## config.mk

```make
export PLATFORM = sky130hd
export DESIGN_NAME = ssg_mod_cell
export DESIGN_NICKNAME = d
export VERILOG_FILES = /design/src/hdl/ssg_pkg.sv /design/src/hdl/ssg_mod_cell.sv
export SDC_FILE = /design/constraint.sdc
export NUM_CORES = 1
export LEC_CHECK = 0
export BUFFER_PORTS_ARGS = -buffer_cell sky130_fd_sc_hd__buf_2
export CORE_ASPECT_RATIO = 0.5
export CORE_MARGIN = 2
export CORE_UTILIZATION = 40
export CTS_CLUSTER_DIAMETER = 120
export CTS_CLUSTER_SIZE = 14
export DETAILED_ROUTE_END_ITERATION = 8
export HOLD_SLACK_MARGIN = 0.02
export PLACE_DENSITY = 0.73
export SLEW_MARGIN = 30
export SYNTH_ARGS = -nofsm -noshare
export SYNTH_HDL_FRONTEND = slang
export SYNTH_SLANG_ARGS = --single-unit
```

## constraint.sdc

```tcl
create_clock -name clk -period 3.8 [get_ports clk]
set_input_delay 0.57 -clock clk [delete_from_list [all_inputs] [get_ports clk]]
set_output_delay 0.57 -clock clk [all_outputs]
set_load 0.005 [all_outputs]
```

## src/hdl/ssg_pkg.sv

```systemverilog
// ----------------------------------------------------------------------------
// ssg_pkg
// shared widths, register indexes, status codes and constants of the
// sampled sine generator
// ----------------------------------------------------------------------------
`default_nettype none

package ssg_pkg;

  localparam int TIME_W    = 31;
  localparam int COUNT_W   = 16;
  localparam int RATE_W    = 31;
  localparam int PHASE_W   = 20;
  localparam int VALUE_W   = 32;
  localparam int STATUS_W  = 2;
  localparam int CFG_IDX_W = 3;
  localparam int CFG_DAT_W = 32;

  localparam int NUM_W     = COUNT_W + TIME_W;
  localparam int QUO_W     = TIME_W;
  localparam int PROD_W    = RATE_W + TIME_W;
  localparam int RED_W     = 35;
  localparam int MOD_N     = PROD_W - RED_W + 1;
  localparam int PH_W      = 22;
  localparam int CORDIC_W  = 34;
  localparam int MULT_W    = 2 * VALUE_W;

  localparam int CORDIC_STEPS_DEF = 16;
  localparam int ANGLE_ENTRIES    = 30;

  localparam logic [STATUS_W-1:0] ST_OK    = 2'd0;
  localparam logic [STATUS_W-1:0] ST_INDEX = 2'd1;
  localparam logic [STATUS_W-1:0] ST_RANGE = 2'd2;

  localparam logic [CFG_IDX_W-1:0] REG_START = 3'd0;
  localparam logic [CFG_IDX_W-1:0] REG_STOP  = 3'd1;
  localparam logic [CFG_IDX_W-1:0] REG_COUNT = 3'd2;
  localparam logic [CFG_IDX_W-1:0] REG_RATE  = 3'd3;
  localparam logic [CFG_IDX_W-1:0] REG_PHASE = 3'd4;
  localparam logic [CFG_IDX_W-1:0] REG_AMP   = 3'd5;
  localparam logic [CFG_IDX_W-1:0] REG_DC    = 3'd6;

  localparam logic [RED_W-1:0]           TWO_PI_Q32  = 35'd26986075409;
  localparam logic signed [PH_W-1:0]     PI_Q16      = 22'sd205887;
  localparam logic signed [PH_W-1:0]     TWO_PI_Q16  = 22'sd411775;
  localparam logic signed [PH_W-1:0]     HALF_PI_Q16 = 22'sd102944;
  localparam logic signed [CORDIC_W-1:0] GAIN_Q30    = 34'sd652032874;

  typedef struct packed {
    logic [STATUS_W-1:0] status;
    logic [TIME_W-1:0]   tim;
  } ssg_side_t;

  function automatic logic [31:0] atan_q30(input int unsigned i);
    logic [31:0] a;
    unique case (i)
      0:  a = 32'd843314857;
      1:  a = 32'd497837829;
      2:  a = 32'd263043837;
      3:  a = 32'd133525159;
      4:  a = 32'd67021687;
      5:  a = 32'd33543516;
      6:  a = 32'd16775851;
      7:  a = 32'd8388437;
      8:  a = 32'd4194283;
      9:  a = 32'd2097149;
      10: a = 32'd1048576;
      11: a = 32'd524288;
      12: a = 32'd262144;
      13: a = 32'd131072;
      14: a = 32'd65536;
      15: a = 32'd32768;
      16: a = 32'd16384;
      17: a = 32'd8192;
      18: a = 32'd4096;
      19: a = 32'd2048;
      20: a = 32'd1024;
      21: a = 32'd512;
      22: a = 32'd256;
      23: a = 32'd128;
      24: a = 32'd64;
      25: a = 32'd32;
      26: a = 32'd16;
      27: a = 32'd8;
      28: a = 32'd4;
      29: a = 32'd2;
      default: a = 32'd0;
    endcase
    return a;
  endfunction

endpackage

`default_nettype wire

```

## src/hdl/ssg_mod_cell.sv

```systemverilog
// ----------------------------------------------------------------------------
// ssg_mod_cell
// one step of the reduction modulo two pi (Q32)
// ----------------------------------------------------------------------------
`default_nettype none

module ssg_mod_cell import ssg_pkg::*; #(
  parameter int SHIFT = 0
) (
  input  wire logic              clk,
  input  wire logic              en,
  input  wire logic [PROD_W-1:0] rem_i,
  output logic      [PROD_W-1:0] rem_o
);

  localparam logic [PROD_W-1:0] K_SH = PROD_W'(TWO_PI_Q32) << SHIFT;

  logic [PROD_W-1:0] rem_r, rem_nxt;

  assign rem_nxt = (rem_i >= K_SH) ? rem_i - K_SH : rem_i;

  always_ff @(posedge clk) begin
    if (en) begin
      rem_r <= rem_nxt;
    end
  end

  assign rem_o = rem_r;

endmodule

`default_nettype wire

```

Yosys cells after proc, flatten, opt, wreduce, memory -nomap -nowiden
Cells that the tools add are included.
- register bits: 62
- add/sub/neg operators: 1
- $lt $le $gt $ge: 1
- mux-type cells: 1
- operator list (operator ; number):
    $ge A62 B35 Y1 const B ; 1
    $mux W62 ; 1
    $sub A62 B35 Y62 const B ; 1

Logic depth before layout (Yosys ltp)
Gate-level depths: netlist of the first run.
- depth in word-level cells: 2
- mapped depth: 11

Worst setup path after synthesis of the first run
Ideal clock, no wire load.
- path type: input to register
- from: input rem_i[55]
- to: register rem_r[23], in the netlist rem_o[23], data pin
- arrival time: 2542 ps
- data required time: 3540 ps
- slack: 998 ps
- stages: 9
- path buffers: 2
- path through: or4_1 > nand2b_1 > or3_1 > a211oi_2 > and2_1 > buf_4 > buf_6 > nor2_1 > xor2_1
- cells in the longest elaborated chain, start to end: 2
- RTL lines (item ; RTL line ; text):
    from (decl) ; ssg_mod_cell.sv:12 ; input wire logic [PROD_W-1:0] rem_i,
    $ge A62 B35 Y1 ; ssg_mod_cell.sv:20 ; assign rem_nxt = (rem_i >= K_SH) ? rem_i - K_SH : rem_i;
    $mux W62 ; ssg_mod_cell.sv:20 ;
    net rem_nxt[23] ; ssg_mod_cell.sv:18 ; logic [PROD_W-1:0] rem_r, rem_nxt;
    to (signal assigned) ; ssg_mod_cell.sv:24 ; rem_r <= rem_nxt;
    to (decl) ; ssg_mod_cell.sv:18 ;
The timed path passes the listed nets, and every way through them passes these cells.
A chain may end at the register's enable or synchronous reset.

Final worst setup path of the first run
- from: input rem_i[36]
- to: register rem_r[53], in the netlist rem_o[53], data pin
- cells in the longest elaborated chain, start to end: 2
- elaborated cells on any way between the ends: 3
- RTL lines (item ; RTL line):
    $sub A62 B35 Y62 or $ge A62 B35 Y1 (tied branches) ; ssg_mod_cell.sv:20
    $mux W62 * ; ssg_mod_cell.sv:20
    net rem_nxt[53] ; ssg_mod_cell.sv:18
The timed path passes the listed nets; every way through them passes the cells marked *.

==> impl_metrics.yaml, run 1 <==
power:
  power_density_mw_per_mm2: 407.1
  p_leak_nw: 1.876
  ir_drop_mv: 0.1936
setup_path:
  crit_arrival_ps: 3260
  path_class: "primary input to flip-flop"
  worstPathCellList: "buf_2 -> or4_4 -> nor4_4 -> o21ai_1 -> a211oi_2 -> and2_1 -> nor2_1 -> xor2_1"
  startpoint: "rem_i[36]"
  worst-path-max-fanout: 20
  cp-start-kind: "primary input"
  cpPeakStageDelay_ps: 740
  end_kind: "flip-flop"
  required_ps: 3870
  cpMaxStageDelayCell: "and2_1"
yosys:
  synthCells: 355
  synth.largest_area_cell: "edfxtp_1"
  yosys_warnings: 0
  synth_top_area_share_pct: 49.57
  synth_edf_count: 62
  ys_async_sr_fraction_pct: 0
  avgSynthCellArea_um2: 10.58
  synthFlopType: "edfxtp_1"
  synthTopCellsByArea: "edfxtp_1 50%, xnor2_1 9.8%, xor2_1 4.2%, nand2_1 3.9%, nor2_1 2.7%"
  yosys_register_bits: 62
  synth_nets: 421
  netlist_area_mm2: 0.003756
  synth_cell_types: 61
  synth_seq_area_share_pct: 49.57
cts:
  cts_hold_buf: 0
  clock_tree.buffer_depth: 2
  cts_tree: "done"
  htreeDepth: 3
  cts_buffers: 9
  clkTransAtPathRegs_ps: 50
  clockRootBuffer: "clkbuf_16"
  clkSinkCount: 62
  cts_resized: 0
  post_cts_buffers: 0
sta:
  timing.final.crit_share_pct: 83.90
  setup_viol: 0
  relSlewSlack_pct: 44.56
  fin_hold_ws_ps: 547.7
  tns_ps: 0
  report.final.slew_viol_count: 0
  worst_pin_slew_ps: 831.6
  rsz0062_at_grt: "no"
  period_minus_slack_ps: 3188
  max_freq_ghz: 0.3137
  finalHoldViolCount: 0
floorplan:
  rows: 24
  die_w_um: 141.0
  dieArea_mm2: 0.01023
  initial_utilization_pct: 42.12
  chipHeight_um: 72.52
  coreArea_mm2: 0.008919
  ios: 126
route:
  drc: 0
  drt-vias-per-instance: 5.373
  routedWlPerCell_um: 16.57
  drtIter0Drc: 211
  drt_pass1_iterations: 5
  vias: 3283
  final_antenna_net_count: 0
  routed_wl_um: 10120
global_routing:
  grt_max_degree: 47
  grt_pass1_vias: 3270
  grt_usage_pct: 20.56
  grt_pass1_wl_um: 16130
  antenna_found_initial: 0
  grt_overflow: 0
job:
  maxCapViolations: 0
finish:
  largest_reg_flops: 62
  multi_input_area_mm2: 0.001827
  final_common_cell: "buf_2"
  antenna_cells: 0
  nFillCells: 801
  final_cell_mix: "125 x buf_2, 62 x edfxtp_1, 42 x xnor2_1"
  synthToLayoutAreaGrowth_pct: 29.01
  drive_above_1_share_pct: 33.20
  num-nets-final: 555
  regArea_mm2: 0.001862
  fin_util_pct: 54.34
placement:
  gpl.final_weighted_congestion: 0.8798
  port_buffers: 125
  dpl.hpwl_um: 7693
hold_path:
  holdPathStages: 2
  hold_start: "rem_i[43]"
  hold_path.class: "primary input to flip-flop"
  hold_end: "rem_o[43]"
status:
  status: "complete, no violations"
## synthesized netlist by cell type (all sizes together) (3+ instances only)
master	count
edfxtp	62
xnor2	42
nand2	39
nor2	27
nand3	18
xor2	18
nor3	17
a21oi	12
o21ai	11
nor4	9
nand4	8
clkbuf	6
or3	6
a211oi	5
and3	5
buf	5
or2	5
or4	5
a31oi	4
a2111oi	3
a21o	3
and2	3
and4	3
inv	3
nand2b	3
nor2b	3
## power by group
group / switching [W] / internal, W / total, W
combinational: 0.000153 / 0.000124 / 0.000277
sequential: 0.0000148 / 0.000832 / 0.000847
clock: 0.000280 / 0.000569 / 0.000849
## critical path, delay by kind of cell
family | cells | cell delay (ps)
compound gates | 2 | 540
xor+xnor | 1 | 190
buf+inv | 1 | 130
simple gates | 4 | 1830
## metal layers
layer | track usage [%] | up-vias | share of wire, %
met5 | 0 | - | 0
met4 | 6.444 | 0 | 1.4
met3 | 6.601 | 13 | 7.9
met2 | 32.41 | 120 | 45
met1 | 27.40 | 1548 | 45
li1 | - | 1602 | -
## through the flow
stage                     instance area (µm²)  total power, W  std cells  setup WS, ps
after global routing                     4846        0.002047        611         385.4
after floorplan                          3756       0.0009732        355         997.7
final                                    4846        0.001973        611         611.7
after detailed placement                 4539        0.001137        595         266.9
after global placement                   4539        0.001132        595         346.6
after CTS                                4846        0.001988        611         608.4
## kinds of logic after synthesis
kind of cell	Yosys count	synth area share [%]
xor gates and xnor gates	60	13.99
DFF	62	49.57
buffers and inverters	14	1.799
and+or+nand+nor	162	23.42
AOI/OAI and AO/OA	55	10.56
adders and majority gates	2	0.6661
## area by class of cell
type / instances / area share (%)
timing repair buffer: 134 / 14.30
sequential: 62 / 38.42
clock inverter: 5 / 1.523
tap: 117 / 3.021
inverter: 3 / 0.2324
multi-input combinational: 279 / 37.70
clock buffer: 11 / 4.802
## worst max-delay path by stage
stage                     cells after the start        end
after floorplan                               9  rem_o[23]
after global placement                        8  rem_o[12]
after detailed placement                      8  rem_o[61]
after CTS                                     8  rem_o[53]
after global routing                          8  rem_o[53]
final                                         8  rem_o[53]
No activity file was read; power rests on OpenSTA's default activity.
==> inputs of run 2 (changes only) <==
--- a/config.mk
+++ b/config.mk
@@ -13,7 +13,7 @@
 export CTS_CLUSTER_SIZE = 14
 export DETAILED_ROUTE_END_ITERATION = 8
 export HOLD_SLACK_MARGIN = 0.02
-export PLACE_DENSITY = 0.73
+export PLACE_DENSITY = 0.75
 export SLEW_MARGIN = 30
 export SYNTH_ARGS = -nofsm -noshare
 export SYNTH_HDL_FRONTEND = slang
==> constraint.sdc (replaced) <==
create_clock -name clk -period 2.6 [get_ports clk]
set_input_delay 0.39 -clock clk [delete_from_list [all_inputs] [get_ports clk]]
set_output_delay 0.39 -clock clk [all_outputs]
set_load 0.005 [all_outputs]
==> impl_metrics.yaml, run 2 (synthesis gave the netlist of run 1 again) <==
finish:
  num-nets-final: 642
  largest_reg_flops: 62
  multi_input_area_mm2: 0.001906
  drive_above_1_share_pct: 45.09
  final_common_cell: "buf_2"
  regArea_mm2: 0.001862
  antenna_cells: 0
  synthToLayoutAreaGrowth_pct: 48.37
  final_cell_mix: "125 x buf_2, 93 x buf_4, 62 x edfxtp_1"
  fin_util_pct: 62.49
  instances_no_fill: 698
  nFillCells: 748
job:
  maxCapViolations: 0
route:
  drtIter0Drc: 371
  drt-vias-per-instance: 5.299
  drc: 0
  vias: 3699
  final_antenna_net_count: 0
  routedWlPerCell_um: 15.95
  routed_wl_um: 11130
  drt_pass1_iterations: 5
floorplan:
  ios: 126
  rows: 24
  dieArea_mm2: 0.01023
  coreArea_mm2: 0.008919
  chipHeight_um: 72.52
  die_w_um: 141.0
  initial_utilization_pct: 42.12
status:
  status: "complete, no violations"
sta:
  worst_pin_slew_ps: 568.4
  max_freq_ghz: 0.3997
  setup_viol: 0
  relSlewSlack_pct: 61.57
  timing.final.crit_share_pct: 96.22
  rsz0062_at_grt: "no"
  period_minus_slack_ps: 2502
  finalHoldViolCount: 0
  report.final.slew_viol_count: 0
global_routing:
  grt_usage_pct: 21.89
  grt_pass1_wl_um: 17060
  grt_overflow: 0
  antenna_found_initial: 0
  grt_max_degree: 39
  grt_pass1_vias: 3608
cts:
  clockRootBuffer: "clkbuf_16"
  cts_tree: "done"
  post_cts_buffers: 0
  cts_buffers: 9
  clkSinkCount: 62
  clkTransAtPathRegs_ps: 50
  clock_tree.buffer_depth: 2
  htreeDepth: 3
placement:
  dpl.hpwl_um: 8611
  port_buffers: 125
  gpl.final_weighted_congestion: 0.9108
  dp.cells: 682
setup_path:
  cpMaxStageDelayCell: "or4_4"
  crit_buf_inv: 2
  crit_path_end: "rem_o[42]"
  end_kind: "flip-flop"
  required_ps: 2670
  cp_top_family: "simple AND/OR/NAND/NOR gates"
  startpoint: "rem_i[55]"
  path_depth: 9
  worstPathCellList: "buf_2 -> or4_4 -> nand2b_4 -> or3_4 -> a211oi_2 -> and2_1 -> buf_6 -> nor3_1 -> xor2_1"
  cp-start-kind: "primary input"
  crit_arrival_ps: 2570
  worst-path-max-fanout: 13
  path_class: "primary input to flip-flop"
  cpPeakStageDelay_ps: 540
hold_path:
  hold_path.class: "primary input to flip-flop"
power:
  power_density_mw_per_mm2: 515.1
  ir_drop_mv: 0.2545
  p_leak_nw: 2.313
## run 2: cell types whose count changed in the layout (fill, tap and decap cells not counted), sizes merged
cell | before | now
bufinv | 2 | 1
buf | 134 | 221
clkbuf | 11 | 10
clkinv | 3 | 5
## run 2: worst min path at each step
stage / start / end / cells past startpoint / slack (ps)
CTS: rem_i[43] / rem_o[43] / 2 / 350
global placement: rem_i[43] / rem_o[43] / 2 / 690
global route: rem_i[43] / rem_o[43] / 2 / 380
finish: rem_i[43] / rem_o[43] / 2 / 370
detailed placement: rem_i[43] / rem_o[43] / 2 / 700
floorplan: en / rem_o[0] / 0 / 500
## run 2: stage by stage
| step | setup slack (ps) | power (W) | cell area (µm²) | hold slack (ps) | TNS, ps |
|---|---|---|---|---|---|
| after floorplan | -6.647 | 0.001423 | 3772 | 502.5 | -12.95 |
| after global placement | -226.3 | 0.001731 | 5218 | 694.7 | -8725 |
| after detailed placement | -313.8 | 0.001741 | 5218 | 699.5 | -9750 |
| after CTS | 38.55 | 0.002888 | 5499 | 354.3 | 0 |
| after global routing | 4.655 | 0.002981 | 5573 | 377.4 | 0 |
| final | 98.27 | 0.002871 | 5573 | 365.1 | 0 |
## run 2: routing by layer
layer  vias to the layer above  wire [µm]  part of all wire (%)  global-route usage [%]
li1                       1777          -                     -                       -
met4                         0        214                   1.9                   8.556
met5                         -          0                     0                       0
met1                      1755       4875                    44                   27.38
met2                       149       5177                    47                   36.04
met3                        18        865                   7.8                   6.931
## run 2: cell type report
class / instances / area share [%]
well taps: 117 / 2.627
clock buffers: 10 / 4.109
clock inverters: 6 / 0.9430
multi-input cells: 279 / 34.19
inverters: 3 / 0.2021
flip-flops and latches: 62 / 33.41
repair buffers: 221 / 24.52
## run 2: repair_timing
action | in CTS | in global routing
endpoints found under the hold margin | 0 | 0
hold buffers | 0 | 0
setup endpoints to repair | 0 | 42
gates resized for setup | 0 | 13
## run 2: power by group
part           switching (W)  internal [W]  total (W)  leakage, nW
Sequential         0.0000212       0.00122    0.00124        0.607
Combinational       0.000248      0.000246   0.000495         1.56
Clock               0.000411      0.000728    0.00114        0.141
