### src/hdl/ssg_pkg.sv
// ----------------------------------------------------------------------------
// ssg_pkg
// shared widths, register indexes, status codes and constants of the
// sampled sine generator
// ----------------------------------------------------------------------------
`default_nettype none

package ssg_pkg;

  localparam int TIME_W    = 31;
  localparam int COUNT_W   = 16;
  localparam int RATE_W    = 31;
  localparam int PHASE_W   = 20;
  localparam int VALUE_W   = 32;
  localparam int STATUS_W  = 2;
  localparam int CFG_IDX_W = 3;
  localparam int CFG_DAT_W = 32;

  localparam int NUM_W     = COUNT_W + TIME_W;
  localparam int QUO_W     = TIME_W;
  localparam int PROD_W    = RATE_W + TIME_W;
  localparam int RED_W     = 35;
  localparam int MOD_N     = PROD_W - RED_W + 1;
  localparam int PH_W      = 22;
  localparam int CORDIC_W  = 34;
  localparam int MULT_W    = 2 * VALUE_W;

  localparam int CORDIC_STEPS_DEF = 16;
  localparam int ANGLE_ENTRIES    = 30;

  localparam logic [STATUS_W-1:0] ST_OK    = 2'd0;
  localparam logic [STATUS_W-1:0] ST_INDEX = 2'd1;
  localparam logic [STATUS_W-1:0] ST_RANGE = 2'd2;

  localparam logic [CFG_IDX_W-1:0] REG_START = 3'd0;
  localparam logic [CFG_IDX_W-1:0] REG_STOP  = 3'd1;
  localparam logic [CFG_IDX_W-1:0] REG_COUNT = 3'd2;
  localparam logic [CFG_IDX_W-1:0] REG_RATE  = 3'd3;
  localparam logic [CFG_IDX_W-1:0] REG_PHASE = 3'd4;
  localparam logic [CFG_IDX_W-1:0] REG_AMP   = 3'd5;
  localparam logic [CFG_IDX_W-1:0] REG_DC    = 3'd6;

  localparam logic [RED_W-1:0]           TWO_PI_Q32  = 35'd26986075409;
  localparam logic signed [PH_W-1:0]     PI_Q16      = 22'sd205887;
  localparam logic signed [PH_W-1:0]     TWO_PI_Q16  = 22'sd411775;
  localparam logic signed [PH_W-1:0]     HALF_PI_Q16 = 22'sd102944;
  localparam logic signed [CORDIC_W-1:0] GAIN_Q30    = 34'sd652032874;

  typedef struct packed {
    logic [STATUS_W-1:0] status;
    logic [TIME_W-1:0]   tim;
  } ssg_side_t;

  function automatic logic [31:0] atan_q30(input int unsigned i);
    logic [31:0] a;
    unique case (i)
      0:  a = 32'd843314857;
      1:  a = 32'd497837829;
      2:  a = 32'd263043837;
      3:  a = 32'd133525159;
      4:  a = 32'd67021687;
      5:  a = 32'd33543516;
      6:  a = 32'd16775851;
      7:  a = 32'd8388437;
      8:  a = 32'd4194283;
      9:  a = 32'd2097149;
      10: a = 32'd1048576;
      11: a = 32'd524288;
      12: a = 32'd262144;
      13: a = 32'd131072;
      14: a = 32'd65536;
      15: a = 32'd32768;
      16: a = 32'd16384;
      17: a = 32'd8192;
      18: a = 32'd4096;
      19: a = 32'd2048;
      20: a = 32'd1024;
      21: a = 32'd512;
      22: a = 32'd256;
      23: a = 32'd128;
      24: a = 32'd64;
      25: a = 32'd32;
      26: a = 32'd16;
      27: a = 32'd8;
      28: a = 32'd4;
      29: a = 32'd2;
      default: a = 32'd0;
    endcase
    return a;
  endfunction

endpackage

`default_nettype wire

### src/hdl/ssg_cordic_cell.sv
// ----------------------------------------------------------------------------
// ssg_cordic_cell
// one rotation-mode cordic micro-rotation
// ----------------------------------------------------------------------------
`default_nettype none

module ssg_cordic_cell import ssg_pkg::*; #(
  parameter int STEP = 0
) (
  input  wire logic                       clk,
  input  wire logic                       en,
  input  wire logic signed [CORDIC_W-1:0] x_i,
  input  wire logic signed [CORDIC_W-1:0] y_i,
  input  wire logic signed [CORDIC_W-1:0] z_i,
  output logic signed      [CORDIC_W-1:0] x_o,
  output logic signed      [CORDIC_W-1:0] y_o,
  output logic signed      [CORDIC_W-1:0] z_o
);

  localparam logic signed [CORDIC_W-1:0] ANG = CORDIC_W'(atan_q30(STEP));

  logic signed [CORDIC_W-1:0] xs, ys;
  logic signed [CORDIC_W-1:0] x_r, y_r, z_r, x_nxt, y_nxt, z_nxt;

  always_comb begin
    xs = x_i >>> STEP;
    ys = y_i >>> STEP;
    if (z_i >= 0) begin
      x_nxt = x_i - ys;
      y_nxt = y_i + xs;
      z_nxt = z_i - ANG;
    end else begin
      x_nxt = x_i + ys;
      y_nxt = y_i - xs;
      z_nxt = z_i + ANG;
    end
  end

  always_ff @(posedge clk) begin
    if (en) begin
      x_r <= x_nxt;
      y_r <= y_nxt;
      z_r <= z_nxt;
    end
  end

  assign x_o = x_r;
  assign y_o = y_r;
  assign z_o = z_r;

endmodule

`default_nettype wire

### config.mk
export PLATFORM = sky130hd
export DESIGN_NAME = ssg_cordic_cell
export DESIGN_NICKNAME = d
export VERILOG_FILES = /design/src/hdl/ssg_pkg.sv /design/src/hdl/ssg_cordic_cell.sv
export SDC_FILE = /design/constraint.sdc
export NUM_CORES = 1
export LEC_CHECK = 0
export CORE_MARGIN = 3
export CORE_UTILIZATION = 30
export DETAILED_ROUTE_END_ITERATION = 6
export DONT_BUFFER_PORTS = 1
export GPL_TIMING_DRIVEN = 0
export HOLD_SLACK_MARGIN = 0.08
export PLACE_DENSITY = 0.47
export SETUP_SLACK_MARGIN = 0.3
export SLEW_MARGIN = 15
export SYNTH_ARGS = -nofsm -noshare
export SYNTH_HDL_FRONTEND = slang
export SYNTH_SLANG_ARGS = --single-unit
### constraint.sdc
create_clock -name clk -period 5.1 [get_ports clk]
set_clock_uncertainty 0.2 [all_clocks]
set_input_delay 0.255 -clock clk [delete_from_list [all_inputs] [get_ports clk]]
set_output_delay 0.255 -clock clk [all_outputs]
set_load 0.01 [all_outputs]
Word level (Yosys, flattened, before mapping)
Cells that the tools add are included.
{ "classes": {"addsub": 5, "magnitude_cmp": 1, "mux": 3} }
{ "ops": {"columns": ["op", "n"], "rows": [
  ["34-bit two-way mux", 3],
  ["34-bit subtractor", 2],
  ["34-bit by 31-bit adder with 34-bit output (second input constant)", 1],
  ["34-bit adder", 1],
  ["34-bit by 1-bit >= comparator with 1-bit output (second input constant)", 1],
  ["34-bit by 31-bit subtractor with 34-bit output (second input constant)", 1]
]} }
{ "totals": {"ff_bits": 102, "in_bits": 104, "output_inout_bits": 102, "wordCells": 12} }

Depth between registers and ports, before layout
Gate-level depths: netlist (run 1).
{ "depth": {"word_depth": 2, "ltp_mapped": 21, "mapped_depth_nobuf": 18} }

Least setup slack after synthesis (run 1)
No wires, ideal clock.
{ "synth_path": {"kind": "input to register", "startpoint": "input port z_i[33]", "endpoint": "register z_r[16], in the netlist z_o[16], data pin", "setup_ns": 0.267, "t_arrival_ns": 4.132, "required_ns": 4.633, "setup_slack_ns": 0.501, "stages": 20, "path_buffers": 3, "path_cell_list": "inv_1 ha_1 nor4b_1 nand4_1 nor4_1 and4_1 nand2b_1 clkbuf_2 buf_2 buf_1 ha_1 nor2b_1 o21ai_0 nand2b_1 a21oi_1 o21ai_1 a21o_1 a21o_1 a2111oi_0 nor2_1"} }
{ "synth_via": {"elab_chain_cells": 2} }
{ "synth_rtl": {"columns": ["element", "line", "source"], "rows": [
  ["start: declaration", "ssg_cordic_cell.sv:14", "input wire logic signed [CORDIC_W-1:0] z_i,"],
  ["34-bit by 1-bit >= comparator with 1-bit output", "ssg_cordic_cell.sv:28", "if (z_i >= 0) begin"],
  ["34-bit two-way mux", "ssg_cordic_cell.sv:28", null],
  ["via z_nxt[16]", "ssg_cordic_cell.sv:23", "logic signed [CORDIC_W-1:0] x_r, y_r, z_r, x_nxt, y_nxt, z_nxt;"],
  ["end signal: assignment", "ssg_cordic_cell.sv:43", "z_r <= z_nxt;"],
  ["end: declaration", "ssg_cordic_cell.sv:23", null]
]} }
The timed path passes the listed nets, and every way through them passes these cells.
A chain may end at the register's enable or synchronous reset.

Final worst setup path (run 1)
Ends and elaborated chain as after synthesis.

==> results of run 1 <==
power groups by stage:
stage	logic (mW)	registers [mW]	clock network [mW]
final	1.10	1.26	0.730
after global routing	1.22	1.27	0.791
after CTS	1.09	1.26	0.764
after detailed placement	1.05	1.28	0
after global placement	1.05	1.28	0
after floorplan	0.771	1.24	0
critical path, cell delays in order:
cell and delay (ns):
inv_1 0.05, ha_1 0.18, nor4b_1 0.31, nand4_1 0.15, nor4_2 0.30, and4_1 0.25, nand2b_1 0.13, clkbuf_2 0.17
buf_2 0.29, buf_12 0.25, ha_1 0.31, nor2b_1 0.15, o21ai_0 0.15, nand2b_1 0.14, a21oi_2 0.28, o21ai_2 0.16
a21o_1 0.20, a21o_1 0.19, a2111oi_0 0.41, nor2_1 0.11
layer usage:
| layer | vias up | routed length [um] | track usage |
|---|---|---|---|
| li1 | 4528 | - | - |
| met2 | 324 | 17800 | 0.321 |
| met5 | - | 0 | 0 |
| met1 | 4476 | 17100 | 0.259 |
| met4 | 0 | 898 | 0.0620 |
| met3 | 45 | 2470 | 0.0404 |
sequential cells by signal (all words and copies together), names as in the netlist:
signal and cells:
x_o 34, z_o 34, y_o 33
stage by stage:
step	hold WS [ns]	total power [mW]	TNS (ns)
after floorplan	0.167	2.01	0
after global placement	0.180	2.33	-22.18
after detailed placement	0.178	2.33	-4.82
after CTS	0.0811	3.12	0
after global routing	0.105	3.27	0
final	0.0957	3.09	0
worst min-delay path by stage:
| stage | cells past startpoint | end | slack [ns] | start |
|---|---|---|---|---|
| floorplan | 0 | x_o[0] | 0.17 | en |
| global placement | 0 | x_o[29] | 0.18 | en |
| detailed placement | 0 | x_o[29] | 0.18 | en |
| CTS | 2 | z_o[6] | 0.08 | z_i[6] |
| global route | 2 | z_o[31] | 0.10 | z_i[31] |
| finish | 2 | x_o[33] | 0.1 | x_i[33] |
repair_timing:
item / 4_1_cts / 5_1_grt
setup endpoints to repair: 14 / 12
gates resized for setup: 8 / 11
hold buffers: 15 / 0
hold endpoints to repair: 113 / 0
cell families after synthesis:
logic type / after synthesis
muxes: 15
adders and majority gates: 136
DFF: 101
and+or+nand+nor: 304
buffers and inverters: 158
AOI/OAI and AO/OA: 417
xor gates and xnor gates: 94
layout by cell type (no fill, tap or decap), types with 7 or more instances in the layout:
| master | synthesis | routed |
|---|---|---|
| xor2_1 | 16 | 16 |
| clkbuf_1 | 19 | 19 |
| inv_1 | 108 | 108 |
| o211ai_1 | 12 | 12 |
| nand2b_1 | 12 | 12 |
| nor3_1 | 29 | 29 |
| nand4_1 | 12 | 12 |
| a21oi_1 | 134 | 130 |
| nor4_1 | 13 | 11 |
| or3_1 | 8 | 8 |
| nand3_1 | 16 | 16 |
| ha_1 | 132 | 131 |
| buf_2 | 17 | 17 |
| o21bai_1 | 20 | 20 |
| clkbuf_16 | 0 | 9 |
| a31oi_1 | 13 | 12 |
| and2_1 | 7 | 7 |
| a21o_1 | 33 | 33 |
| dlygate4sd3_1 | 0 | 14 |
| o31ai_1 | 7 | 7 |
| o21a_1 | 13 | 13 |
| nand2_1 | 54 | 54 |
| mux2i_1 | 15 | 15 |
| nor2_1 | 96 | 96 |
| a31o_2 | 7 | 7 |
| xnor2_1 | 78 | 78 |
| nor2b_1 | 17 | 17 |
| a211oi_1 | 11 | 11 |
| o21ai_0 | 87 | 87 |
| edfxtp_1 | 101 | 101 |
layout make-up:
| type | instances | area, sq um | share of cell area |
|---|---|---|---|
| multi-input combinational | 966 | 7030 | 0.597 |
| tap | 455 | 569 | 0.0483 |
| timing repair buffer | 15 | 168 | 0.0142 |
| clock inverter | 7 | 77.6 | 0.00659 |
| clock buffer | 9 | 225 | 0.0191 |
| sequential | 101 | 3030 | 0.258 |
| buffer | 47 | 253 | 0.0215 |
| inverter | 111 | 417 | 0.0354 |
==> impl_metrics.tcl, run 1 <==
set metrics [dict create \
    synthSimpleGateAreaFrac 0.147 \
    synth_top_area_cell "edfxtp_1" \
    synth_fp_nets 1465 \
    cp-startpoint "z_i[33]" \
    via_per_inst 5.48 \
    dp_hpwl_um 30000 \
    cp_data_arrival_time_ns 4.44 \
    synth_compound_area_frac 0.253 \
    power_frac_seq 0.406 \
    fin_ws_ns 0.584 \
    finalSetupViolations 0 \
    design.core.area_sq_um 34800 \
    cts_inserted_buffers 9 \
    intPower_mw 1.88 \
    via_count 9373 \
    synth_top_family_by_area "compound AO/OA/AOI/OAI gates" \
    ys_types 84 \
    dieWidth_um 194 \
    post-place-ws_ns -0.732 \
    cp_max_fo 25 \
    cts_max_path_buffers 2 \
    wire_per_inst_um 22.3 \
    synth-adder-area-share 0.163 \
    initial_core_util 0.306 \
    remaining_drc_errors 0 \
    io_buffers 0 \
    dr.pass1.iters 5 \
    fin_cells 1711 \
    finalCritPeriodShare 0.885 \
    fmax_mhz 221 \
    yosys.area.top_type_share 0.285 \
    grt_pass1_vias 9271 \
    drt_wl_total_um 38200 \
    slew_violations 0 \
    status "finished clean" \
    syn_area_per_cell_sq_um 8.69 \
    tightest_slew_ns 0.964 \
    worst_hold_path_type "primary input to flop" \
    gp_congestion 0.884 \
    core.rowCount 68 \
    critical_path_class "primary input to flop" \
    postCtsSetupBuffers 0 \
    insertedDiodeCount 0 \
    synthFlopType "edfxtp_1" \
    overflow 0 \
    rsz0062_at_grt "false" \
    yosys_warnings 0 \
    netlist_area_sq_um 10600 \
    ir_drop_v 0.000176 \
    area_growth_pct 10.6 \
    fin_util 0.338 \
    p_switching_mw 1.21 \
    cts.sinks 101 \
    synth_commonest_cells "a21oi_1 (134), ha_1 (132), inv_1 (108), edfxtp_1 (101), nor2_1 (96)" \
    grt_max_degree 102 \
    synth-edff-count 101 \
    ios 206 \
    worstSetupStartpointType "primary input" \
    synthMuxAreaShare 0.0141 \
    dieHeight_um 194 \
    h-tree-depth 3 \
    ys_top_cells_by_area "edfxtp_1 (28%), ha_1 (16%), xnor2_1 (6.4%)" \
    fin_nets 1491 \
    hold_viol 0 \
    grt_pass1_wl_um 57200 \
    ys_seq_area_frac 0.285 \
    cp-end-kind "flop" \
    ys_seq_elements 101 \
    fill_cells 3639 \
    placed_area_sq_um 11200 \
    grt_util_all_layers 0.196 \
    synth-xor-area-share 0.0773 \
    switching_share 0.391 \
    p_comb_frac 0.357 \
    cts_root_buf "clkbuf_16" \
    min_period_ns 4.52 \
    synth_most_common_cell "a21oi_1" \
    initialDrtViolationCount 779 \
    synth_cells 1225 \
    max-cap-violations 0 \
    clkPwrFrac 0.236 \
    antenna_left 0 \
    drive_gt1_frac 0.0756 \
    max_slew_margin 0.357 \
    p_per_area_nw_per_um2 262 \
    p_leak_nw 4.73 \
    antenna_found_initial 0 \
    crit_end "z_o[16]" \
    cts_tree "yes" \
    die-area_sq_um 37800 \
    synthArstFlopShare 0 \
    path_clk_slew_ns 0.08 \
    place_inst 1680 \
    worstPathRequired_ns 5.03 \
    stdcell_area_sq_um 11800 \
]
Note: power is estimated with default switching activity, not from simulation.
==> inputs of run 2 (changes only) <==
Settings changed: CORE_UTILIZATION 30 to 33, CTS_BUF_LIST set to sky130_fd_sc_hd__clkbuf_4 sky130_fd_sc_hd__clkbuf_8, PLACE_DENSITY 0.47 to 0.5.
==> run 2 against run 1 <==
Effect of this change:
- utilization grew 3.0 points
- wire length is 2.0% lower
- worst hold slack improved by 0.022 ns
- maximum frequency fell by 0.38%
- largest cell class unchanged
- flip-flop and latch count stayed put
- first-iteration DRC count grew 17%
- via count is 1.6% higher
- combinational power hardly changed
- clock-buffer cell count up 3
- worst setup slack got worse by 0.017 ns
==> impl_metrics.tcl, run 2 (same netlist as run 1, synthesis figures left out) <==
set metrics [dict create \
    fin_util 0.368 \
    worstPathRequired_ns 5.05 \
    fin_nets 1502 \
    insertedDiodeCount 0 \
    p_switching_mw 1.16 \
    finalSetupViolations 0 \
    status "finished clean" \
    cp_max_fo 25 \
    place_inst 1627 \
    p_per_area_nw_per_um2 252 \
    multi_input_area_sq_um 7010 \
    rsz0062_at_grt "true" \
    cts_tree "yes" \
    fin_ws_ns 0.567 \
    drive_gt1_frac 0.0702 \
    tightest_slew_ns 0.919 \
    seq_area_sq_um 3030 \
    area_growth_pct 9.69 \
    max_slew_margin 0.387 \
    cts.sinks 101 \
    antenna_found_initial 0 \
    dieWidth_um 186 \
    cts_max_path_buffers 2 \
    switching_share 0.394 \
    drt_wl_total_um 37500 \
    dp_hpwl_um 28900 \
    fill_cells 3328 \
    antenna_left 0 \
    grt_pass1_vias 9330 \
    post-place-ws_ns -0.592 \
    placed_area_sq_um 11200 \
    stdcell_area_sq_um 11700 \
    path_clk_slew_ns 0.10 \
    via_count 9525 \
    grt_max_degree 102 \
    fin_cells 1669 \
    slew_violations 0 \
    fin_setup_tns_ns 0 \
    grt_util_all_layers 0.212 \
    via_per_inst 5.71 \
    io_buffers 0 \
    finalCritPeriodShare 0.889 \
    worst_hold_path_type "primary input to flop" \
    worstSetupStartpointType "primary input" \
    critical_path_class "primary input to flop" \
    dr.pass1.iters 5 \
    initialDrtViolationCount 910 \
    max-cap-violations 0 \
    p_total_mw 2.94 \
    power_frac_seq 0.428 \
    cts_inserted_buffers 9 \
    ir_drop_v 0.000109 \
    clkPwrFrac 0.197 \
    hold_viol 0 \
    cp-end-kind "flop" \
    remaining_drc_errors 0 \
    dieHeight_um 186 \
    fmax_mhz 221 \
    overflow 0 \
    design.core.area_sq_um 31700 \
    die-area_sq_um 34500 \
    h-tree-depth 3 \
    p_comb_frac 0.376 \
    whs_ns 0.118 \
    cp_data_arrival_time_ns 4.48 \
    intPower_mw 1.78 \
    core.rowCount 65 \
    ios 206 \
    initial_core_util 0.336 \
    wire_per_inst_um 22.5 \
    cts_root_buf "clkbuf_8" \
    grt_pass1_wl_um 56000 \
    p_leak_nw 4.73 \
    gp_congestion 0.902 \
    postCtsSetupBuffers 0 \
    min_period_ns 4.53 \
    final_cell_mix "a21oi_1 (132), ha_1 (132), inv_1 (108)" \
]
run 2: cell count changes in the layout (fill, tap and decap cells not counted), moves of 2 or more:
cell / delta
clkbuf_4: +3
a21oi_1: +2
clkbuf_16: -9
clkinv_8: -2
dlygate4sd3_1: +11
clkbuf_8: +9
a21oi_2: -2
run 2: layer usage:
metal,GRT usage,up-vias,part of all wire
met5,0,-,0
met4,0.0572,0,0.022
met3,0.0403,42,0.065
met2,0.345,340,0.46
met1,0.288,4599,0.45
li1,-,4544,-
run 2: worst max-delay path, stage by stage:
cell      delay [ns]
inv_1           0.05
ha_1            0.16
nor4b_1         0.24
nand4_1         0.14
nor4_2          0.31
and4_1          0.27
nand2b_1        0.11
clkbuf_2        0.17
inv_1           0.07
buf_2           0.24
buf_4           0.32
ha_1            0.43
a21oi_1         0.17
o21ai_0         0.14
o41ai_1         0.39
o211ai_1        0.16
a31oi_2         0.30
nor3_1          0.13
o41ai_2         0.27
xnor2_1         0.14
run 2: power by group through the flow:
| stage | Clock [mW] | Sequential [mW] | Combinational, mW |
|---|---|---|---|
| 2_1_floorplan | 0 | 1.24 | 0.771 |
| 3_3_place_gp | 0 | 1.28 | 1.04 |
| 3_5_place_dp | 0 | 1.28 | 1.04 |
| 4_1_cts | 0.606 | 1.26 | 1.09 |
| 5_1_grt | 0.632 | 1.27 | 1.21 |
| 6_report | 0.578 | 1.26 | 1.11 |
run 2: what timing repair did:
action                                 CTS  global route
hold buffers                            26             0
endpoints found under the hold margin  125             0
gates resized for setup                  5             5
setup endpoints to repair               10             9
run 2: final timing paths:
kind    start      end  slack [ns]  cells after the start
min   y_i[32]  x_o[32]        0.12                      2
max   z_i[33]  z_o[30]        0.57                     20
run 2: final cells by class:
| cell class | count | area share |
|---|---|---|
| plain buffers | 47 | 0.0206 |
| clock buffers | 12 | 0.0125 |
| clock inverters | 4 | 0.00482 |
| inverters | 111 | 0.0357 |
| multi-input cells | 966 | 0.600 |
| flip-flops and latches | 101 | 0.260 |
| well taps | 402 | 0.0431 |
| repair buffers | 26 | 0.0238 |
