`src/hdl/ssg_pkg.sv`:
```
// ----------------------------------------------------------------------------
// ssg_pkg
// shared widths, register indexes, status codes and constants of the
// sampled sine generator
// ----------------------------------------------------------------------------
`default_nettype none

package ssg_pkg;

  localparam int TIME_W    = 31;
  localparam int COUNT_W   = 16;
  localparam int RATE_W    = 31;
  localparam int PHASE_W   = 20;
  localparam int VALUE_W   = 32;
  localparam int STATUS_W  = 2;
  localparam int CFG_IDX_W = 3;
  localparam int CFG_DAT_W = 32;

  localparam int NUM_W     = COUNT_W + TIME_W;
  localparam int QUO_W     = TIME_W;
  localparam int PROD_W    = RATE_W + TIME_W;
  localparam int RED_W     = 35;
  localparam int MOD_N     = PROD_W - RED_W + 1;
  localparam int PH_W      = 22;
  localparam int CORDIC_W  = 34;
  localparam int MULT_W    = 2 * VALUE_W;

  localparam int CORDIC_STEPS_DEF = 16;
  localparam int ANGLE_ENTRIES    = 30;

  localparam logic [STATUS_W-1:0] ST_OK    = 2'd0;
  localparam logic [STATUS_W-1:0] ST_INDEX = 2'd1;
  localparam logic [STATUS_W-1:0] ST_RANGE = 2'd2;

  localparam logic [CFG_IDX_W-1:0] REG_START = 3'd0;
  localparam logic [CFG_IDX_W-1:0] REG_STOP  = 3'd1;
  localparam logic [CFG_IDX_W-1:0] REG_COUNT = 3'd2;
  localparam logic [CFG_IDX_W-1:0] REG_RATE  = 3'd3;
  localparam logic [CFG_IDX_W-1:0] REG_PHASE = 3'd4;
  localparam logic [CFG_IDX_W-1:0] REG_AMP   = 3'd5;
  localparam logic [CFG_IDX_W-1:0] REG_DC    = 3'd6;

  localparam logic [RED_W-1:0]           TWO_PI_Q32  = 35'd26986075409;
  localparam logic signed [PH_W-1:0]     PI_Q16      = 22'sd205887;
  localparam logic signed [PH_W-1:0]     TWO_PI_Q16  = 22'sd411775;
  localparam logic signed [PH_W-1:0]     HALF_PI_Q16 = 22'sd102944;
  localparam logic signed [CORDIC_W-1:0] GAIN_Q30    = 34'sd652032874;

  typedef struct packed {
    logic [STATUS_W-1:0] status;
    logic [TIME_W-1:0]   tim;
  } ssg_side_t;

  function automatic logic [31:0] atan_q30(input int unsigned i);
    logic [31:0] a;
    unique case (i)
      0:  a = 32'd843314857;
      1:  a = 32'd497837829;
      2:  a = 32'd263043837;
      3:  a = 32'd133525159;
      4:  a = 32'd67021687;
      5:  a = 32'd33543516;
      6:  a = 32'd16775851;
      7:  a = 32'd8388437;
      8:  a = 32'd4194283;
      9:  a = 32'd2097149;
      10: a = 32'd1048576;
      11: a = 32'd524288;
      12: a = 32'd262144;
      13: a = 32'd131072;
      14: a = 32'd65536;
      15: a = 32'd32768;
      16: a = 32'd16384;
      17: a = 32'd8192;
      18: a = 32'd4096;
      19: a = 32'd2048;
      20: a = 32'd1024;
      21: a = 32'd512;
      22: a = 32'd256;
      23: a = 32'd128;
      24: a = 32'd64;
      25: a = 32'd32;
      26: a = 32'd16;
      27: a = 32'd8;
      28: a = 32'd4;
      29: a = 32'd2;
      default: a = 32'd0;
    endcase
    return a;
  endfunction

endpackage

`default_nettype wire

```
`src/hdl/ssg_div_cell.sv`:
```
// ----------------------------------------------------------------------------
// ssg_div_cell
// one restoring division step: yields one quotient bit per cell
// ----------------------------------------------------------------------------
`default_nettype none

module ssg_div_cell import ssg_pkg::*; #(
  parameter int SHIFT = 0
) (
  input  wire logic               clk,
  input  wire logic               en,
  input  wire logic [NUM_W-1:0]   rem_i,
  input  wire logic [QUO_W-1:0]   quo_i,
  input  wire logic [COUNT_W-1:0] den_i,
  output logic      [NUM_W-1:0]   rem_o,
  output logic      [QUO_W-1:0]   quo_o
);

  logic [NUM_W-1:0] den_sh;
  logic             ge;
  logic [NUM_W-1:0] rem_r, rem_nxt;
  logic [QUO_W-1:0] quo_r, quo_nxt;

  always_comb begin
    den_sh  = NUM_W'(den_i) << SHIFT;
    ge      = rem_i >= den_sh;
    rem_nxt = ge ? rem_i - den_sh : rem_i;
    quo_nxt = {quo_i[QUO_W-2:0], ge};
  end

  always_ff @(posedge clk) begin
    if (en) begin
      rem_r <= rem_nxt;
      quo_r <= quo_nxt;
    end
  end

  assign rem_o = rem_r;
  assign quo_o = quo_r;

endmodule

`default_nettype wire

```
`config.mk`:
```
export PLATFORM = sky130hd
export DESIGN_NAME = ssg_div_cell
export DESIGN_NICKNAME = d
export VERILOG_FILES = /design/src/hdl/ssg_pkg.sv /design/src/hdl/ssg_div_cell.sv
export SDC_FILE = /design/constraint.sdc
export NUM_CORES = 1
export LEC_CHECK = 0
export BUFFER_PORTS_ARGS = -buffer_cell sky130_fd_sc_hd__buf_2
export CAP_MARGIN = 30
export CELL_PAD_IN_SITES_DETAIL_PLACEMENT = 1
export CELL_PAD_IN_SITES_GLOBAL_PLACEMENT = 1
export CORE_MARGIN = 3
export CORE_UTILIZATION = 30
export DETAILED_ROUTE_END_ITERATION = 8
export PLACE_DENSITY = 0.77
export RECOVER_POWER = 100
export SYNTH_ARGS = -nofsm -noshare
export SYNTH_HDL_FRONTEND = slang
export SYNTH_SLANG_ARGS = --single-unit
```
`constraint.sdc`:
```
create_clock -name clk -period 8 [get_ports clk]
set_input_delay 1.6 -clock clk [delete_from_list [all_inputs] [get_ports clk]]
set_output_delay 1.6 -clock clk [all_outputs]
set_load 0.01 [all_outputs]
```
== Yosys cells after proc, flatten, opt, wreduce, memory -nomap -nowiden ==
Index checks and enable logic that the tools add are counted.
Word-level totals
  bits in registers: 78
  latch bits: 0
  RAM bits: 0
  bits in read-only memories: 0
  output and inout bits: 78
  memories: 0
Cells by class
  $add $sub $neg: 1
  $mul: 0
  div/mod/pow operators: 0
  magnitude comparators: 1
  equality and inequality tests: 0
  shift operators: 0
  multiplexer cells: 1
  bitwise gates (word level): 0
  reduce and logical (&&, ||, !) cells: 0
Operators by type and width (count)
  greater-or-equal comparator 47 x 16 -> 1 bit: 1
  2-to-1 mux 47 bit: 1
  subtractor 47 x 16 -> 47 bit: 1

== Longest topological paths before layout ==
Gate-level depths: netlist (run 1).
  word-level depth: 2
  gate-level depth with buffers: 12
  depth with buffers taken out: 11

== Worst setup path after synthesis (run 1) ==
Ideal clock, no wire load.
  path kind: in2reg
  start: in rem_i[0]
  end: reg rem_r[16], in the netlist rem_o[16], data pin
  setup time: 259 ps
  arrival time: 3981 ps
  setup slack: 3760 ps
  cell stages on the path: 12
  path buffers: 1
  path through: inv_1 > ha_1 > inv_1 > fa_1 > a21o_1 > a221o_1 > a2111oi_0 > nor2_1 > nor2_1 > clkbuf_1 > o21ai_0 > xnor2_1
Between the ends
  word-level cells in the longest chain between the ends: 2
RTL lines
  start: declaration: RTL line ssg_div_cell.sv:12  | input wire logic [NUM_W-1:0] rem_i,
  subtractor 47 x 16 -> 47 bit / greater-or-equal comparator 47 x 16 -> 1 bit (equally long branches): RTL line ssg_div_cell.sv:27, ssg_div_cell.sv:26
  2-to-1 mux 47 bit *: RTL line ssg_div_cell.sv:27  | rem_nxt = ge ? rem_i - den_sh : rem_i;
  named net rem_nxt[16]: RTL line ssg_div_cell.sv:21  | logic [NUM_W-1:0] rem_r, rem_nxt;
  end signal: assignment: RTL line ssg_div_cell.sv:33  | rem_r <= rem_nxt;
  end: declaration: RTL line ssg_div_cell.sv:21
Mark *: on every way through the listed nets, which the timed path passes. The rest lies on a longest branch.
A chain may end at the register's enable or synchronous reset.

== Worst setup path in the final report (run 1) ==
  start: in en
  end: reg quo_r[9], in the netlist quo_o[9] (enable)
RTL lines
  start: declaration: RTL line ssg_div_cell.sv:11  | input wire logic en,
  end signal: assignment: RTL line ssg_div_cell.sv:34  | quo_r <= quo_nxt;
  end: declaration: RTL line ssg_div_cell.sv:22  | logic [QUO_W-1:0] quo_r, quo_nxt;
No word-level cell between the ends.

==> results of run 1 <==
[final timing paths]
check                      from        end  depth (start not counted)
worst max-delay path         en   quo_o[9]                          2
worst min-delay path  quo_i[10]  quo_o[11]                          1
[cells by family after synthesis]
| kind of cell | count (synthesis) |
|---|---|
| and+or+nand+nor | 119 |
| adders and majority gates | 17 |
| DFF | 78 |
| AOI/OAI and AO/OA | 64 |
| buffers and inverters | 35 |
| muxes | 2 |
| xor gates and xnor gates | 41 |
[sequential cells by signal, indices dropped and copies added (netlist names)]
| register | cells |
|---|---|
| quo_o | 31 |
| rem_o | 47 |
[per-stage QoR]
| step | util [%] | std cells | setup WS, ns | cell area [sq um] | total power, mW |
|---|---|---|---|---|---|
| after floorplan | - | 356 | 3.76 | 4240 | 0.616 |
| after global placement | 39.0 | 694 | 3.00 | 5290 | 0.709 |
| after detailed placement | 39.0 | 695 | 3.36 | 5290 | 0.717 |
| after CTS | 41.3 | 711 | 3.71 | 5600 | 1.14 |
| after global routing | 40.1 | 713 | 2.67 | 5430 | 1.18 |
| final | 40.1 | 713 | 3.09 | 5430 | 1.12 |
[area by class of cell]
| cell class | instances | area, sq um |
|---|---|---|
| fill | 1609 | 8130 |
| sequential | 78 | 2340 |
| multi-input combinational | 243 | 1700 |
| timing repair buffer | 175 | 769 |
| clock buffer | 9 | 225 |
| tap | 176 | 220 |
| inverter | 24 | 90.1 |
| clock inverter | 7 | 77.6 |
| antenna | 1 | 2.50 |
[cells in the final DEF (no fill, tap or decap), drive strengths merged, types with 2 or more instances in the layout]
cell / count
o21ai: 22
a211o: 4
nor4b: 4
inv: 28
clkbuf: 94
xor2: 19
nand4: 8
nor4: 8
and3: 2
nand3: 6
o2111ai: 2
nand4b: 3
o211ai: 4
clkinv: 2
nand3b: 2
ha: 16
a21oi: 12
edfxtp: 78
or4b: 2
or3: 4
or2: 3
a21o: 6
nand2b: 7
nor3: 17
nor2: 16
and2: 2
o31ai: 2
a211oi: 2
or4: 7
a31oi: 2
mux2: 2
buf: 90
nand2: 25
xnor2: 22
[where the power goes]
part | total, mW | switching, mW | internal, mW
logic | 0.188 | 0.116 | 0.0714
registers | 0.509 | 0.0106 | 0.499
clock network | 0.420 | 0.174 | 0.246
total | 1.12 | 0.301 | 0.816
[cells in the mapped netlist (3+ instances only)]
master / n
edfxtp_1: 78
nand2_1: 25
inv_1: 24
o21ai_0: 22
xnor2_1: 22
xor2_1: 19
ha_1: 16
nor2_1: 15
nor3_1: 14
a21oi_1: 12
clkbuf_1: 8
nand4_1: 8
nand2b_1: 7
nand3_1: 6
a21o_1: 5
nor4_1: 5
or4_1: 5
a211o_1: 4
or3_1: 4
nand4b_1: 3
nor3_2: 3
nor4b_1: 3
o211ai_1: 3
[metal layers]
metal | track usage [%] | wire length [um] | vias up | part of all wire [%]
met1 | 18.0 | 5150 | 1693 | 42
met4 | 5.61 | 251 | 0 | 2.1
met2 | 26.3 | 5940 | 120 | 49
li1 | - | - | 1685 | -
met5 | 0 | 0 | - | 0
met3 | 4.33 | 795 | 16 | 6.6
==> results.sh, run 1 <==
export IMPL_gr_total_overflow=0
export IMPL_io_pins=174
export IMPL_post_cts_buffers=0
export IMPL_port_buffers=172
export IMPL_grt_pass1_wl_mm=19.1
export IMPL_p_per_area_mw_per_mm2=206
export IMPL_postSynthCellCount=356
export IMPL_hp_class="input port to flip-flop"
export IMPL_die_area_sq_mm=0.0156
export IMPL_slowest_stage="clkbuf_1"
export IMPL_post_route_cells_drive_above_1_share_pct=22.0
export IMPL_critPathCaptureType="flip-flop"
export IMPL_first_global_vias=3771
export IMPL_yosys_most_used_dff="edfxtp_1"
export IMPL_avgSynthCellArea_sq_um=11.9
export IMPL_min_period_over_period_pct=61.3
export IMPL_cp_max_fo=52
export IMPL_ys_warn_count=0
export IMPL_crit_type="input port to flip-flop"
export IMPL_syn_cell_area_sq_mm=0.00424
export IMPL_required_ns=7.88
export IMPL_vias=3514
export IMPL_grt_usage_pct=15.2
export IMPL_drt_first_pass_iters=6
export IMPL_setup_viol=0
export IMPL_yosys_area_share_adder_pct=5.19
export IMPL_drc=0
export IMPL_maxSlewViolCount=81
export IMPL_yosys_area_top_type="edfxtp_1"
export IMPL_fmax_mhz=204
export IMPL_drv_cap=2
export IMPL_hold_viol_final=0
export IMPL_ys_seq_elements=78
export IMPL_hpwlAfterDp_mm=9.55
export IMPL_cts_tree="done"
export IMPL_path_cells="clkbuf_1, clkbuf_1"
export IMPL_irDropWorstVdd_mv=0.0964
export IMPL_die_w_um=125
export IMPL_cts_root_buf="clkbuf_16"
export IMPL_clk_pin_slew_worst_paths_ns=0.07
export IMPL_clock_path_buffers=2
export IMPL_vias_per_cell=4.93
export IMPL_cts_resized=0
export IMPL_crit_family="buffers and inverters"
export IMPL_htreeDepth=3
export IMPL_antenna_found_initial=1
export IMPL_synth_cell_types=56
export IMPL_drt_initial_drc_count=168
export IMPL_ys_top_cells_by_area="edfxtp_1, ha_1, xnor2_1, xor2_1, o21ai_0"
export IMPL_ys_seq_area_share_pct=55.2
export IMPL_gp_congestion=0.830
export IMPL_cp_arrival_ns=4.79
export IMPL_synth_xor_area_share_pct=8.46
export IMPL_wl_mm=12.1
export IMPL_ctsHoldBuffers=0
export IMPL_synth_simple_area_share_pct=16.8
export IMPL_critPathLaunchType="input port"
export IMPL_worstMarginPinSlew_ns=2.78
export IMPL_syn2layout_area_growth_pct=28.0
export IMPL_synth_top_area_share_pct=55.2
export IMPL_coreArea_sq_mm=0.0136
export IMPL_fin_crit_ns=4.91
export IMPL_critical_path_max_stage_delay_ns=2.05
export IMPL_drtAntennaViolNets=0
export IMPL_hold_ws_ns=1.44
export IMPL_rsz0062_at_grt="false"
export IMPL_crit_buf_inv=2
export IMPL_slew_headroom_pct=-85.5
export IMPL_violations="max-capacitance violations, max-slew violations"
export IMPL_synth_mux_area_share_pct=0.531
export IMPL_dieHeight_um=125
export IMPL_cpMostUsedCell="clkbuf_1"
export IMPL_synth_compound_area_share_pct=10.5
export IMPL_synth_nets=469
export IMPL_synth_top_family_by_area="simple AND/OR/NAND/NOR gates"
export IMPL_async_reset_ff_share_pct=0
export IMPL_grt_max_degree=79
export IMPL_wl_per_cell_um=17.0
export IMPL_setup_tns_ns=0
export IMPL_rows=42
export IMPL_synth_edf_count=78
export IMPL_p_leak_nw=2.08
export IMPL_status="finished with violations"
export IMPL_start_util_pct=31.3
export IMPL_clock_sinks=78
export IMPL_numCtsBuffers=9
export IMPL_fin_nets=644
Power figures use the tool's default switching activity.
==> inputs of run 2 (changes only) <==
Settings changed: ABC_AREA set to 1, PLACE_DENSITY 0.77 to 0.78.
Clock period 8 ns to 5.1 ns, I/O delays scaled along.
==> run 2 against run 1 <==
Net effect: the run still ends with max-capacitance violations, max-slew violations left; critical path type unchanged; critical endpoint is now rem_o[10]; clock-buffer cell count rose by 1; largest power group unchanged; critical path depth grew 14; wire length increased by 59%; largest cell class is now multi-input gates; sequential share of layout area fell by 9.0 points.
==> results.sh, run 2 <==
export IMPL_status="finished with violations"
export IMPL_violations="max-capacitance violations, max-slew violations"
export IMPL_ctsHoldBuffers=0
export IMPL_clock_sinks=78
export IMPL_p_leak_nw=3.24
export IMPL_setup_tns_ns=0
export IMPL_ys_top_cells_by_area="edfxtp_1, nand2_1, inv_1, nor2_1, nand3_1"
export IMPL_gr_total_overflow=0
export IMPL_port_buffers=172
export IMPL_drt_initial_drc_count=169
export IMPL_ys_warn_count=0
export IMPL_die_area_sq_mm=0.0203
export IMPL_htreeDepth=3
export IMPL_synth_top_area_share_pct=42.0
export IMPL_slew_headroom_pct=-9.91
export IMPL_drt_first_pass_iters=4
export IMPL_rows=49
export IMPL_min_period_over_period_pct=77.7
export IMPL_yosys_most_used_dff="edfxtp_1"
export IMPL_start_util_pct=30.8
export IMPL_crit_path_end="rem_o[10]"
export IMPL_postSynthCellCount=759
export IMPL_yosys_area_share_adder_pct=3.95
export IMPL_cp_startpoint="rem_i[6]"
export IMPL_nFillCells=2341
export IMPL_netlist_top_cells_count="nand2_1, inv_1, nor2_1, edfxtp_1, nand3_1"
export IMPL_cts_root_buf="clkbuf_16"
export IMPL_synth_edf_count=78
export IMPL_syn2layout_area_growth_pct=23.2
export IMPL_synth_simple_area_share_pct=35.6
export IMPL_grt_usage_pct=18.9
export IMPL_drtAntennaViolNets=0
export IMPL_die_w_um=142
export IMPL_mostFrequentLayoutCells="nand2_1, inv_1, buf_2, nor2_1, clkbuf_1"
export IMPL_fin_nets=1051
export IMPL_antenna_found_initial=0
export IMPL_vias_per_cell=4.57
export IMPL_fmax_mhz=252
export IMPL_maxSlewViolCount=28
export IMPL_critPathLaunchType="input port"
export IMPL_ys_seq_elements=78
export IMPL_p_per_area_mw_per_mm2=280
export IMPL_crit_type="input port to flip-flop"
export IMPL_n_antenna_cell=0
export IMPL_irDropWorstVdd_mv=0.135
export IMPL_syn_cell_area_sq_mm=0.00558
export IMPL_hold_viol_final=0
export IMPL_synth_compound_area_share_pct=4.84
export IMPL_pre_cts_ws_ns=1.51
export IMPL_post_route_cells_drive_above_1_share_pct=15.7
export IMPL_wl_mm=19.3
export IMPL_post_cts_buffers=0
export IMPL_cp_max_fo=26
export IMPL_synth_cell_types=31
export IMPL_hold_path_startpoint="quo_i[22]"
export IMPL_fin_ws_ns=1.14
export IMPL_grt_pass1_wl_mm=29.5
export IMPL_numCtsBuffers=9
export IMPL_synth_mux_area_share_pct=0
export IMPL_clock_path_buffers=2
export IMPL_wl_per_cell_um=16.4
export IMPL_synth_most_common_cell="nand2_1"
export IMPL_cts_tree="done"
export IMPL_cts_resized=0
export IMPL_cp_arrival_ns=4.17
export IMPL_ys_seq_area_share_pct=42.0
export IMPL_vias=5352
export IMPL_synth_top_family_by_area="simple AND/OR/NAND/NOR gates"
export IMPL_required_ns=5.31
export IMPL_synth_xor_area_share_pct=2.51
export IMPL_hp_class="input port to flip-flop"
export IMPL_hpwlAfterDp_mm=15.8
export IMPL_async_reset_ff_share_pct=0
export IMPL_clk_pin_slew_worst_paths_ns=0.07
export IMPL_gp_congestion=0.898
export IMPL_rsz0062_at_grt="false"
export IMPL_worstMarginPinSlew_ns=1.65
export IMPL_io_pins=174
export IMPL_coreArea_sq_mm=0.0181
export IMPL_drv_cap=2
export IMPL_first_global_vias=5515
export IMPL_critPathCaptureType="flip-flop"
export IMPL_final_common_cell="nand2_1"
export IMPL_grt_max_degree=79
export IMPL_drc=0
export IMPL_synth_nets=872
export IMPL_setup_viol=0
export IMPL_largest_register_ffs=47
export IMPL_dieHeight_um=142
export IMPL_fin_crit_ns=3.96
export IMPL_avgSynthCellArea_sq_um=7.35
export IMPL_yosys_area_top_type="edfxtp_1"
-- run 2: cell types whose count changed after synthesis, moves of 9 or more --
cell / previous run / this run
xor2_1: 19 / 2
nand3_1: 6 / 42
nand2_1: 25 / 266
a21oi_1: 12 / 21
nand3b_1: 2 / 12
inv_1: 24 / 143
o21ai_2: 0 / 15
nand2_2: 0 / 13
o21ai_0: 22 / 2
nor2_1: 15 / 83
-- run 2: cell families (layout without fill, tap and decap cells) --
family / after synthesis / in the layout
adder cells (fa/ha/maj): 17 / 17
flip-flops: 78 / 78
AND/OR/NAND/NOR: 455 / 455
buffers and inverters: 152 / 336
AO/OA/AOI/OAI: 41 / 41
XOR/XNOR: 16 / 16
-- run 2: routing by layer --
layer / vias to the layer above / wire length [um] / track usage (%)
met3: 15 / 967 / 3.53
met5: - / 0 / 0
met1: 2484 / 8840 / 24.8
met2: 122 / 9270 / 32.7
li1: 2731 / - / -
met4: 0 / 178 / 3.90
-- run 2: area by class of cell --
type	instances	area (sq um)	share of cell area, %
Clock buffer	10	229	3.33
Multi-Input combinational cell	529	2570	37.5
Sequential cell	78	2340	34.1
Inverter	146	551	8.01
Timing Repair Buffer	174	795	11.6
Tap cell	229	287	4.17
Clock inverter	6	93.8	1.37
-- run 2: power by group --
group / total [mW] / leakage [nW] / switching [mW] / internal [mW]
clock: 0.721 / 0.154 / 0.287 / 0.434
sequential: 0.797 / 0.764 / 0.0161 / 0.781
combinational: 0.402 / 2.32 / 0.261 / 0.141
-- run 2: worst min-delay path by stage --
stage,end,slack (ns),depth (start not counted)
final,quo_o[23],0.84,1
after global routing,quo_o[14],0.83,1
after CTS,quo_o[20],0.83,1
after detailed placement,quo_o[3],1.20,1
after global placement,quo_o[6],1.20,1
after floorplan,quo_o[10],1.12,0
-- run 2: worst max-delay path, stage by stage --
cell and delay, ns:
clkbuf_1 0.09, ha_1 0.35, nand2_1 0.17, inv_1 0.05
nand2_1 0.07, nand2_1 0.07, inv_1 0.08, nand2_2 0.10
nand2_2 0.09, nand2_4 0.07, nand2_4 0.08, nand2_1 0.07
nor2_1 1.11, buf_4 0.52, nand2_1 0.13, o21ai_2 0.08
-- run 2: through the flow --
step           hold WS [ns]  total power, mW  instance area (sq um)  instances  utilization [%]
3_5_place_dp           1.20             1.23                   6670       1155             36.9
3_3_place_gp           1.20             1.22                   6670       1155             36.9
4_1_cts               0.830             1.96                   6990       1171             38.7
5_1_grt               0.828             2.02                   6870       1172             38.0
2_1_floorplan          1.12             1.04                   5580        759                -
6_report              0.841             1.92                   6870       1172             38.0
